`config.mk`:
```
export PLATFORM = sky130hd
export DESIGN_NAME = lfe_front
export DESIGN_NICKNAME = d
export VERILOG_FILES = /design/src/hdl/lfe_pkg.sv /design/src/hdl/lfe_front.sv
export SDC_FILE = /design/constraint.sdc
export NUM_CORES = 1
export LEC_CHECK = 0
export BUFFER_PORTS_ARGS = -buffer_cell sky130_fd_sc_hd__buf_2
export CAP_MARGIN = 20
export CORE_ASPECT_RATIO = 0.75
export CORE_MARGIN = 4
export CORE_UTILIZATION = 30
export DETAILED_ROUTE_END_ITERATION = 16
export GPL_TIMING_DRIVEN = 0
export PLACE_DENSITY_LB_ADDON = 0.08
export SLEW_MARGIN = 20
export SYNTH_ARGS = -nofsm -noshare
export SYNTH_HDL_FRONTEND = slang
export SYNTH_SLANG_ARGS = --single-unit
```
`constraint.sdc`:
```
create_clock -name vclk -period 5
set_input_delay 0.25 -clock vclk [all_inputs]
set_output_delay 0.25 -clock vclk [all_outputs]
set_load 0.02 [all_outputs]
```
`src/hdl/lfe_pkg.sv`:
```
`timescale 1ns / 1ps
`default_nettype none

package lfe_pkg;

	// Field widths
	localparam int POS_W    = 31;
	localparam int SAMPLE_W = 16;
	localparam int MAG_W    = 16;
	localparam int DVD_W    = MAG_W + POS_W;
	localparam int BYTE_W   = 8;

	// Midpoint of 8-bit unsigned samples
	localparam logic [BYTE_W-1:0] MID8 = 8'd128;

	// Queue between front and back
	localparam int QUEUE_DEPTH = 2;
	localparam int QPTR_W      = $clog2(QUEUE_DEPTH);
	localparam int QCNT_W      = $clog2(QUEUE_DEPTH + 1);

	// Accept to result strobe: queue, two multiply stages, two dividers, output register
	localparam int LATENCY = 2 * MAG_W + 4;

	// Configuration register indexes
	typedef enum logic [1:0] {
		REG_SIXTEEN_BIT_MODE,
		REG_FADE_IN_END,
		REG_FADE_OUT_START,
		REG_DATA_SIZE
	} reg_index_t;

	typedef struct packed {
		logic             sixteen_bit_mode;
		logic [POS_W-1:0] fade_in_end;
		logic [POS_W-1:0] fade_out_start;
		logic [POS_W-1:0] data_size;
	} cfg_t;

	// One classified sample on its way through the back end
	typedef struct packed {
		logic             beyond;
		logic             mode16;
		logic             neg;
		logic [MAG_W-1:0] mag;
		logic             apply_in;
		logic             apply_out;
		logic [POS_W-1:0] pos;
		logic [POS_W-1:0] num_out;
	} entry_t;

endpackage

`default_nettype wire

```
`src/hdl/lfe_front.sv`:
```
`timescale 1ns / 1ps
`default_nettype none

module lfe_front (
	input  wire logic                          start,
	input  wire logic                          full,
	input  wire logic [lfe_pkg::SAMPLE_W-1:0]  sample_in,
	input  wire logic [lfe_pkg::POS_W-1:0]     byte_position,
	input  wire lfe_pkg::cfg_t                 cfg,
	output logic                               push,
	output lfe_pkg::entry_t                    entry
);

	logic                          neg16;
	logic [lfe_pkg::MAG_W-1:0]     mag16;
	logic [lfe_pkg::BYTE_W-1:0]    raw8;
	logic                          neg8;
	logic [lfe_pkg::BYTE_W-1:0]    mag8;

	assign push = start & ~full;

	// Split a 16-bit sample into sign and magnitude
	assign neg16 = sample_in[lfe_pkg::SAMPLE_W-1];
	assign mag16 = neg16 ? (~sample_in + 1'b1) : sample_in;

	// Take an 8-bit sample about its midpoint
	assign raw8 = sample_in[lfe_pkg::BYTE_W-1:0];
	assign neg8 = ~raw8[lfe_pkg::BYTE_W-1];
	assign mag8 = neg8 ? (lfe_pkg::MID8 - raw8) : (raw8 - lfe_pkg::MID8);

	// Classify against the ramp bounds
	always_comb begin
		entry.beyond    = byte_position >= cfg.data_size;
		entry.mode16    = cfg.sixteen_bit_mode;
		entry.neg       = cfg.sixteen_bit_mode ? neg16 : neg8;
		entry.mag       = cfg.sixteen_bit_mode ? mag16
			: {{(lfe_pkg::MAG_W - lfe_pkg::BYTE_W){1'b0}}, mag8};
		entry.apply_in  = byte_position < cfg.fade_in_end;
		entry.apply_out = byte_position >= cfg.fade_out_start;
		entry.pos       = byte_position;
		entry.num_out   = cfg.data_size - byte_position;
	end

endmodule

`default_nettype wire

```
==> results.sh <==
export IMPL_critPathMaxStageDelay_ns=0.36
export IMPL_cp_start_kind="primary input"
export IMPL_path_class="primary input to output pin"
export IMPL_drv_cap=0
export IMPL_vdd_drop_max_mv=0.05742
export IMPL_seqCellArea_um2=0
export IMPL_gp_congestion=0.8737
export IMPL_crit_buf_inv=3
export IMPL_post_cts_buffers=0
export IMPL_die_h_um=107.9
export IMPL_drcViolationCount=0
export IMPL_setup_worst_path_end_class="output pin"
export IMPL_yosysUniqueCellTypes=50
export IMPL_syn_area_um2=3995
export IMPL_grt_overflow=0
export IMPL_setup_viol=0
export IMPL_finalPower_w=0.0006767
export IMPL_synth_fp_nets=815
export IMPL_core_area_um2=13020
export IMPL_status="completed"
export IMPL_grt_pass1_wl_um=21090
export IMPL_hp_start="full"
export IMPL_vias=4612
export IMPL_wl_per_cell_um=13.96
export IMPL_dieArea_um2=15250
export IMPL_period_share=0.5685
export IMPL_crit_path_max_fanout=5
export IMPL_rows=36
export IMPL_crit_arrival_ns=2.59
export IMPL_via_per_inst=4.735
export IMPL_dp_worst_setup_slack_ns=2.159
export IMPL_die_w_um=141.3
export IMPL_synth_most_common_cell="inv_1"
export IMPL_max_slew_margin=0.5677
export IMPL_ios=227
export IMPL_diodes=0
export IMPL_grt_pass1_vias=4338
export IMPL_clock_buffers=0
export IMPL_fin_crit_ns=2.842
export IMPL_syn_avg_cell_area_um2=6.924
export IMPL_synth_common_cells="106 x inv_1, 94 x ha_1, 47 x a21oi_1"
export IMPL_rsz0062_at_grt="no"
export IMPL_seq_cell_count=0
export IMPL_yosys_top_cells_area="ha_1 29%, inv_1 10%, a21o_1 8.1%"
export IMPL_hpwl_um=12420
export IMPL_hold_class="primary input to output pin"
export IMPL_areaGrowthSynthToFinish_pct=33.67
export IMPL_synth_top_area_frac=0.2944
export IMPL_grtUsageTotal=0.1655
export IMPL_firstDrtPassIters=4
export IMPL_ys_seq_area_frac=0
export IMPL_cts_resized=0
export IMPL_power_density_nw_per_um2=126.7
export IMPL_hold_depth=3
export IMPL_yosysWarnings=0
export IMPL_drive_gt1_frac=0.3337
export IMPL_drtAntennaViolNets=0
export IMPL_final_net_count=1043
export IMPL_crit_required_ns=4.75
export IMPL_crit_slowest_cell="ha_1"
export IMPL_max_freq_ghz=0.3518
export IMPL_holdBufCountCts=0
export IMPL_hold_viol_final=0
export IMPL_timing_final_ws_setup_ns=2.158
export IMPL_drt_iter0_drc=186
export IMPL_worst_pin_slew_ns=0.6416
export IMPL_synth_largest_area_cell="ha_1"
export IMPL_io_buffers=226
export IMPL_slew_violations=0
export IMPL_start_util=0.3069
export IMPL_grt_max_degree=11
export IMPL_grt_antenna_before_repair=0
export IMPL_fin_tns_setup_ns=0
export IMPL_path_delay_family="compound AO/OA/AOI/OAI gates"
export IMPL_min_to="push"
export IMPL_wl_um=13600
export IMPL_path_cells="buf_2 > inv_1 > ha_1 > nor2b_1 > o31a_1 > o31a_1 > nor3_4 > o21ba_2 > o21ai_1 > xor2_1 > buf_2"
export IMPL_synthCells=577
export IMPL_leakage_nw=3.264
export IMPL_post_route_util=0.4102
-- cells in the final DEF (no fill, tap or decap), types with 3 or more instances in the layout --
master and instances:
nor3_1 4, inv_1 106, o21ai_1 8, xor2_1 13, nor2b_1 9, ha_1 94, a21oi_1 47, nand2_1 24
o31ai_1 6, buf_2 227, nand3_1 11, o31a_1 4, nor2_1 22, nor4_1 4, and3_1 5, nand2b_1 6
xnor2_1 25, o21a_1 6, o21ai_0 23, buf_4 33, clkbuf_1 9, or3_1 3, o211ai_1 4, a211oi_1 6
and2_1 10, a21o_1 43, a31oi_1 5, nand4_1 20
-- where the power goes --
part           switching, W  internal, W
registers                 0            0
logic              0.000399     0.000278
clock network             0            0
total              0.000399     0.000278
-- metrics by stage --
stage	hold WS [ns]	instance area (µm²)	instances
final	0.7672	5340	974
after global routing	0.7760	5340	974
after CTS	0.7726	5340	974
after detailed placement	0.7720	5340	974
after global placement	0.7731	5340	974
after floorplan	0.5781	3995	577
-- layer usage --
metal  global-route usage  wire (µm)  vias up  share of wire
met5                    0          0        -              0
met2               0.2604       5742      129           0.42
met3              0.01503        853        2          0.063
li1                     -          -     2445              -
met4             0.005533         31        0         0.0023
met1               0.2562       6974     2036           0.51
-- cells by family after synthesis --
| kind of cell | synth area share |
|---|---|
| AOI/OAI and AO/OA | 0.2744 |
| xor gates and xnor gates | 0.08331 |
| adders and majority gates | 0.2994 |
| buffers and inverters | 0.1713 |
| muxes | 0.005011 |
| and+or+nand+nor | 0.1666 |
-- worst max path at each step --
stage,from,endpoint,cells past startpoint
after floorplan,byte_position[2],entry[24],9
after global placement,byte_position[2],entry[18],11
after detailed placement,byte_position[2],entry[18],11
after CTS,byte_position[2],entry[18],11
after global routing,byte_position[18],entry[30],12
final,byte_position[2],entry[18],11
-- final cells by class --
cell class,count,area [µm²]
tap,171,214.0
timing repair buffer,226,1131
multi-input combinational,428,3311
fill,1466,7677
inverter,106,397.9
buffer,43,286.5
Power figures use the tool's default switching activity.
