`src/hdl/lfe_pkg.sv`:
```
`timescale 1ns / 1ps
`default_nettype none

package lfe_pkg;

	// Field widths
	localparam int POS_W    = 31;
	localparam int SAMPLE_W = 16;
	localparam int MAG_W    = 16;
	localparam int DVD_W    = MAG_W + POS_W;
	localparam int BYTE_W   = 8;

	// Midpoint of 8-bit unsigned samples
	localparam logic [BYTE_W-1:0] MID8 = 8'd128;

	// Queue between front and back
	localparam int QUEUE_DEPTH = 2;
	localparam int QPTR_W      = $clog2(QUEUE_DEPTH);
	localparam int QCNT_W      = $clog2(QUEUE_DEPTH + 1);

	// Accept to result strobe: queue, two multiply stages, two dividers, output register
	localparam int LATENCY = 2 * MAG_W + 4;

	// Configuration register indexes
	typedef enum logic [1:0] {
		REG_SIXTEEN_BIT_MODE,
		REG_FADE_IN_END,
		REG_FADE_OUT_START,
		REG_DATA_SIZE
	} reg_index_t;

	typedef struct packed {
		logic             sixteen_bit_mode;
		logic [POS_W-1:0] fade_in_end;
		logic [POS_W-1:0] fade_out_start;
		logic [POS_W-1:0] data_size;
	} cfg_t;

	// One classified sample on its way through the back end
	typedef struct packed {
		logic             beyond;
		logic             mode16;
		logic             neg;
		logic [MAG_W-1:0] mag;
		logic             apply_in;
		logic             apply_out;
		logic [POS_W-1:0] pos;
		logic [POS_W-1:0] num_out;
	} entry_t;

endpackage

`default_nettype wire

```
`src/hdl/lfe_queue.sv`:
```
`timescale 1ns / 1ps
`default_nettype none

module lfe_queue (
	input  wire logic              clk,
	input  wire logic              arst_n,
	input  wire logic              push,
	input  wire lfe_pkg::entry_t   entry_in,
	output logic                   full,
	output logic                   out_valid,
	output lfe_pkg::entry_t        entry_out
);

	lfe_pkg::entry_t                 slots [lfe_pkg::QUEUE_DEPTH];
	logic [lfe_pkg::QPTR_W-1:0]      wr_ptr_q;
	logic [lfe_pkg::QPTR_W-1:0]      rd_ptr_q;
	logic [lfe_pkg::QCNT_W-1:0]      count_q;
	logic                            pop;

	// The back end takes an entry whenever one is present
	assign out_valid = count_q != '0;
	assign pop       = out_valid;
	assign full      = count_q == lfe_pkg::QCNT_W'(lfe_pkg::QUEUE_DEPTH);
	assign entry_out = slots[rd_ptr_q];

	// Advance pointers and fill count
	always_ff @(posedge clk or negedge arst_n) begin
		if (!arst_n) begin
			wr_ptr_q <= '0;
			rd_ptr_q <= '0;
			count_q  <= '0;
		end else begin
			if (push)
				wr_ptr_q <= wr_ptr_q + 1'b1;
			if (pop)
				rd_ptr_q <= rd_ptr_q + 1'b1;
			if (push && !pop)
				count_q <= count_q + 1'b1;
			else if (pop && !push)
				count_q <= count_q - 1'b1;
		end
	end

	// Store the pushed entry
	always_ff @(posedge clk) begin
		if (push)
			slots[wr_ptr_q] <= entry_in;
	end

endmodule

`default_nettype wire

```
`config.mk`:
```
export PLATFORM = sky130hd
export DESIGN_NAME = lfe_queue
export DESIGN_NICKNAME = d
export VERILOG_FILES = /design/src/hdl/lfe_pkg.sv /design/src/hdl/lfe_queue.sv
export SDC_FILE = /design/constraint.sdc
export NUM_CORES = 1
export LEC_CHECK = 0
export BUFFER_PORTS_ARGS = -buffer_cell sky130_fd_sc_hd__buf_2
export CORE_UTILIZATION = 50
export DETAILED_ROUTE_END_ITERATION = 8
export PLACE_DENSITY_LB_ADDON = 0.08
export SETUP_SLACK_MARGIN = 0.05
export SLEW_MARGIN = 0
export SYNTH_ARGS = -nofsm -noshare
export SYNTH_HDL_FRONTEND = slang
export SYNTH_SLANG_ARGS = --single-unit
```
`constraint.sdc`:
```
create_clock -name clk -period 7.1 [get_ports clk]
set_clock_uncertainty 0.15 [all_clocks]
set_input_delay 0.71 -clock clk [delete_from_list [all_inputs] [get_ports clk]]
set_output_delay 0.71 -clock clk [all_outputs]
set_load 0.005 [all_outputs]
```
==> results of run 1 <==
==> power by group through the flow <==
stage | clock network, mW | logic, mW | registers, mW
final | 0.889 | 0.826 | 1.45
after detailed placement | 0 | 0.843 | 1.47
after global placement | 0 | 0.841 | 1.46
after CTS | 0.908 | 0.847 | 1.45
after floorplan | 0 | 0.619 | 1.41
after global routing | 0.942 | 0.900 | 1.47
==> cell type report <==
| class | count | share of cell area (%) |
|---|---|---|
| flip-flops and latches | 170 | 63.5 |
| repair buffers | 174 | 11.0 |
| well taps | 172 | 2.69 |
| inverters | 1 | 0.0469 |
| clock inverters | 10 | 1.58 |
| multi-input cells | 94 | 15.6 |
| clock buffers | 21 | 5.50 |
==> worst min-delay path by stage <==
stage	depth (start not counted)	to
final	1	slots[1][48]$_DFFE_PP_
after global routing	1	slots[1][63]$_DFFE_PP_
after CTS	1	slots[1][48]$_DFFE_PP_
after detailed placement	1	count_q[1]$_DFFE_PN0P_
after global placement	1	count_q[1]$_DFFE_PN0P_
after floorplan	0	count_q[0]$_DFFE_PN0P_
==> sequential cells by signal (all words and copies together), names as in the netlist <==
name and cells:
rd_ptr_q 1, count_q 2, wr_ptr_q 1, slots 166
==> cell usage in the layout (no fill, tap or decap) <==
master         instances
buf_2                170
mux2_2                23
mux2_4                60
clkinv_2               2
inv_1                  1
xnor2_1                2
dlygate4sd3_1          1
bufinv_16              3
and2_4                 1
edfxtp_1             166
dfrtp_4                1
nor2b_4                1
buf_4                  3
clkbuf_1               4
clkinvlp_4             2
clkbuf_16             17
nor2_1                 2
dfrtp_1                3
ha_1                   1
xor2_1                 3
clkinv_1               3
nor2b_1                1
==> logic make-up after synthesis <==
kind of cell | count (synthesis)
xor gates and xnor gates | 5
adders and majority gates | 1
buffers and inverters | 10
DFF | 170
muxes | 83
and+or+nand+nor | 5
==> worst register-to-register path, delay by kind of cell, from the launching register on <==
| family | cells | cell delay [ns] |
|---|---|---|
| flip-flops | 1 | 0.43 |
| AND/OR/NAND/NOR | 1 | 0.61 |
| buffers and inverters | 1 | 0.78 |
==> routing by layer <==
| metal | global-route usage [%] | routed length, um | vias up |
|---|---|---|---|
| met4 | 9.00 | 182 | 0 |
| met2 | 26.3 | 5210 | 104 |
| li1 | - | - | 1457 |
| met3 | 6.17 | 679 | 13 |
| met1 | 18.4 | 4250 | 1503 |
| met5 | 0 | 0 | - |
==> impl_results.md, run 1 <==
- TritonRoute pass-1 iters: 6
- Cts-stage hold buffer count: 1
- Xor and xnor area share after synthesis: 0.682%
- GR Overflow Total: 0
- Core Rows: 41
- Post-DP HPWL: 6470 um
- Crit-path leading delay family: flip-flops
- Area of the multi-input gates: 0.00125 mm2
- Sequential Power Share: 45.7%
- Yosys warnings: 0
- Adder-cell area share of the yosys netlist: 0.195%
- Die width: 115 um
- Root buffer cell: clkbuf_16
- Final ANT Viol Nets: 0
- P_int: 2.36 mW
- Placed cells: 610
- Post-synthesis simple-gate area fraction: 0.409%
- Initial DRC count: 178
- WL per Instance: 16.1 um
- Switching pwr: 0.801 mW
- Status: finished, final reports clean
- Arrival time at the worst endpoint: 2.60 ns
- Post-CTS resize count: 0
- Die Y: 115 um
- Area after DPL: 0.00743 mm2
- Ant diodes: 0
- EDFF count, synth: 166
- Worst Reg-to-Reg Cells: 2
- Max-Cap Viols: 0
- Combinational family with the most area after synthesis: multiplexers
- CP Cell Sequence: buf_4 > mux2_2 > buf_2
- Switching part of the total power: 25.3%
- Hold Startpoint: entry_in[48]
- CP peak stage delay: 0.91 ns
- Mean Syn Cell Area: 23.4 um2
- DR vias: 3077
- Most frequent cell after synthesis: edfxtp_1
- Worst Hold Class: input port to register
- Final WS setup: 3.64 ns
- RR Endpoint: slots[0][33]$_DFFE_PP_
- Final cell count without fillers: 642
- Fin crit share: 48.8%
- Post-synth top cells: edfxtp_1, mux2_4, mux2_2
- Power Total: 3.16 mW
- Clock Tree Buf Depth: 2
- Placer Congestion: 0.642
- Reg2reg start: wr_ptr_q$_DFFE_PN0P_
- Setup crit start: rd_ptr_q$_DFFE_PN0P_
- CTS Buf Count: 17
- Worst Max-Slew Pin Slew: 0.812 ns
- CP Class: register to primary output
- Unrepaired setup endpoints after global routing: false
- Startpoint Class: register
- Buf/Inv on CP: 2
- Pwr per Cell Area: 395 mW/mm2
- Clock period minus worst slack: 3.46 ns
- Post-synthesis mux area share: 18.1%
- Final-report setup violation count: 0
- WP depth: 3
- Fraction of layout cells with a size suffix above 1: 60.2%
- Min Hold Slack: 0.326 ns
- Synth Area in Compound Gates: 0%
- Crit-path max FO: 44
- Yosys cell types: 13
- Post-synthesis sequential area ratio: 79.2%
- Vias in the first global route: 3068
- Pin count of the biggest net entering global routing: 60
- Number of post-CTS setup repair buffers: 0
- Post-Syn Area: 0.00642 mm2
- Clk_lat worst skew: 0.41 ns
- Cell area after layout: 0.00801 mm2
- Critical Path Sink: entry_out[81]
- Layout fillers: 918
- Crit. End Element: primary output
- IO Count: 171
- Clock power frac: 28.1%
- Routed WL: 10300 um
- Total negative slack: 0 ns
- Yosys top cell area share: 77.6%
- First-pass GRT wire length: 15200 um
- Critical path's slowest cell: dfrtp_4
- Area Growth Syn to Fin: 24.8%
- Mapped Nets: 361
- Combinational power share: 26.1%
- Pleak: 3.19 nW
- F_max: 289 MHz
- Worst VDD drop: 0.184 mV
- Synth top area cells: edfxtp_1, mux2_4, mux2_2
- Nets@finish: 545
- Starting Density: 51.1%
- Number of antenna violations at the first check in global routing: 0
- Gate Count Post-Synth: 274
- Post-route DRC: 0
- Reg clk slew, reported paths: 0.06 ns
- Dpl ws: 4.03 ns
- FF+latch area: 0.00509 mm2
- CTS HTree Levels: 4
- Layout Utilization: 63.7%
- Fin. Hold Viols: 0
- Cell type with the highest aggregate area in the netlist: edfxtp_1
- All-Layer GR Usage: 16.2%
- Full die area: 0.0133 mm2
- Ys async rst share: 2.35%
- Placeable Area: 0.0126 mm2
- Clock tree from TritonCTS: built
- DR vias/cell: 4.79
- Relative slew slack: 45.9%
- CP required: 6.24 ns
- Number of port buffers: 170
- Max-slew violation count: 0
- Reg2reg setup slack: 4.74 ns
- Synth Flop Type: edfxtp_1
- Register bit total from synthesis: 170
- Clk sink count: 170
Power figures use the tool's default switching activity.
==> run 2: changes to the inputs <==
==> constraint.sdc (replaced) <==
create_clock -name clk -period 3.61 [get_ports clk]
set_clock_uncertainty 0.15 [all_clocks]
set_input_delay 0.361 -clock clk [delete_from_list [all_inputs] [get_ports clk]]
set_output_delay 0.361 -clock clk [all_outputs]
set_load 0.005 [all_outputs]
==> impl_results.md, run 2 (synthesized netlist as in run 1, its figures left out) <==
- Post-DP HPWL: 6490 um (+0.33%)
- Clock tree from TritonCTS: built
- Pin count of the biggest net entering global routing: 84 (+40%)
- Most frequent cells in the layout: buf_2, edfxtp_1, dlygate4sd3_1, mux2_4, mux2_2
- Final ANT Viol Nets: 0 (unchanged)
- Crit-path leading delay family: flip-flops
- Buf/Inv on CP: 2 (unchanged)
- CP peak stage delay: 0.88 ns (-0.03 ns)
- Number of antenna violations at the first check in global routing: 0 (unchanged)
- DR vias: 3378 (+9.8%)
- Fin. Hold Viols: 0 (unchanged)
- Pleak: 3.56 nW (+11%)
- Worst VDD drop: 0.466 mV (+150%)
- Vias in the first global route: 3440 (+12%)
- Reg with most FFs: slots
- Nets@finish: 629 (+15%)
- CP Class: register to primary output
- Arrival time at the worst endpoint: 2.14 ns (-0.46 ns)
- Max reg flops: 166 (unchanged)
- Layout Utilization: 70.6% (+6.8 points)
- Startpoint Class: register
- First-pass GRT wire length: 16400 um (+7.8%)
- Biggest regs: slots (166), count_q (2)
- CP Cell Sequence: buf_4 > mux2_2 > buf_2
- IO Count: 171 (unchanged)
- Placer Congestion: 0.698 (+8.8%)
- Initial DRC count: 149 (-16%)
- DR vias/cell: 4.65 (-2.9%)
- F_max: 377 MHz
- GR Overflow Total: 0 (unchanged)
- Crit-path max FO: 40 (-9.1%)
- Clk_lat worst skew: 0.41 ns (about the same)
- Unrepaired setup endpoints after global routing: false
- CTS HTree Levels: 4 (unchanged)
- Total negative slack: 0 ns (unchanged)
- Ant diodes: 0 (unchanged)
- Fin crit share: 73.6%
- Reg clk slew, reported paths: 0.06 ns (about the same)
- WL per Instance: 14.9 um (-7.6%)
- Final-report setup violation count: 0 (unchanged)
- Commonest non-fill, non-tap cell in the layout: buf_2
- Area Growth Syn to Fin: 38.2%
- Relative slew slack: 24.1% (-22 points)
- All-Layer GR Usage: 17.1% (+0.95 points)
- Worst Max-Slew Pin Slew: 1.14 ns (+0.326 ns)
- Placeable Area: 0.0126 mm2 (unchanged)
- Core Rows: 41 (unchanged)
- CTS Buf Count: 17 (unchanged)
- Post-CTS resize count: 0 (unchanged)
- Number of post-CTS setup repair buffers: 0 (unchanged)
- Die width: 115 um (unchanged)
- TritonRoute pass-1 iters: 6 (unchanged)
- Clock period minus worst slack: 2.66 ns
- Fraction of layout cells with a size suffix above 1: 51.3% (-8.9 points)
- Routed WL: 10800 um (+4.5%)
- Max-slew violation count: 0 (unchanged)
- Pwr per Cell Area: 710 mW/mm2 (+80%)
- Root buffer cell: clkbuf_16
- Clock Tree Buf Depth: 2 (unchanged)
- CP required: 3.10 ns (-3.14 ns)
- Full die area: 0.0133 mm2 (unchanged)
- Clk sink count: 170 (unchanged)
- Post-route DRC: 0 (unchanged)
- Status: finished, final reports clean
- Worst Hold Class: input port to register
- Starting Density: 51.1% (unchanged)
- Critical path's slowest cell: dfrtp_4
- Max-Cap Viols: 0 (unchanged)
- Number of port buffers: 170 (unchanged)
- Crit. End Element: primary output
- Die Y: 115 um (unchanged)
## run 2: cell count changes in the layout (fill, tap and decap cells not counted)
cell and change:
clkbuf_1 -2, dlygate4sd3_1 +83, clkinvlp_4 -1, clkinv_2 +1, buf_12 +2, clkinv_1 +2, buf_4 -1
## run 2: cell type report
cell class / count / area, um2
Sequential cell: 170 / 5090
Fill cell: 859 / 3700
Timing Repair Buffer: 258 / 1750
Multi-Input combinational cell: 94 / 1250
Clock buffer: 19 / 433
Tap cell: 172 / 215
Clock inverter: 12 / 131
Inverter: 1 / 3.75
## run 2: final timing paths
kind | from | to | slack, ns | cells past startpoint
max | rd_ptr_q$_DFFE_PN0P_ | entry_out[76] | 0.95 | 3
min reg2reg | count_q[1]$_DFFE_PN0P_ | count_q[1]$_DFFE_PN0P_ | 0.36 | 1
max reg2reg | wr_ptr_q$_DFFE_PN0P_ | slots[1][66]$_DFFE_PP_ | 1.69 | 1
min | push | wr_ptr_q$_DFFE_PN0P_ | 0.04 | 2
min in group asynchronous | arst_n | rd_ptr_q$_DFFE_PN0P_ | 0.12 | 2
max in group asynchronous | arst_n | rd_ptr_q$_DFFE_PN0P_ | 3.05 | 2
## run 2: metrics by stage
stage / instance area [um2] / setup slack, ns / hold slack (ns) / instances / total power [mW]
final: 8870 / 0.954 / 0.0390 / 726 / 6.30
after global routing: 8870 / 0.834 / 0.0476 / 726 / 6.61
after CTS: 8870 / 0.876 / 0.0170 / 726 / 6.38
after detailed placement: 7470 / 1.34 / 0.0208 / 611 / 4.58
after global placement: 7470 / 1.36 / 0.0194 / 611 / 4.56
after floorplan: 6420 / 0.459 / -0.0846 / 274 / 3.98
## run 2: timing repair
action / CTS / global route
hold buffers: 84 / 0
endpoints found under the setup margin: 0 / 0
endpoints found under the hold margin: 170 / 0
## run 2: power by group
group	switching, mW	leakage (nW)	internal (mW)
clock	0.653	0.274	1.07
sequential	0.216	1.60	2.63
combinational	0.705	1.68	1.03
total	1.57	3.56	4.72
## run 2: per-layer routing
metal  global-route usage [%]  share of wire (%)  wire length [um]  up-vias
li1                         -                  -                 -     1622
met1                     19.4                 41              4470     1626
met2                     28.8                 51              5500      116
met3                     6.27                6.1               653       14
met4                     8.05                1.5               167        0
met5                        0                  0                 0        -
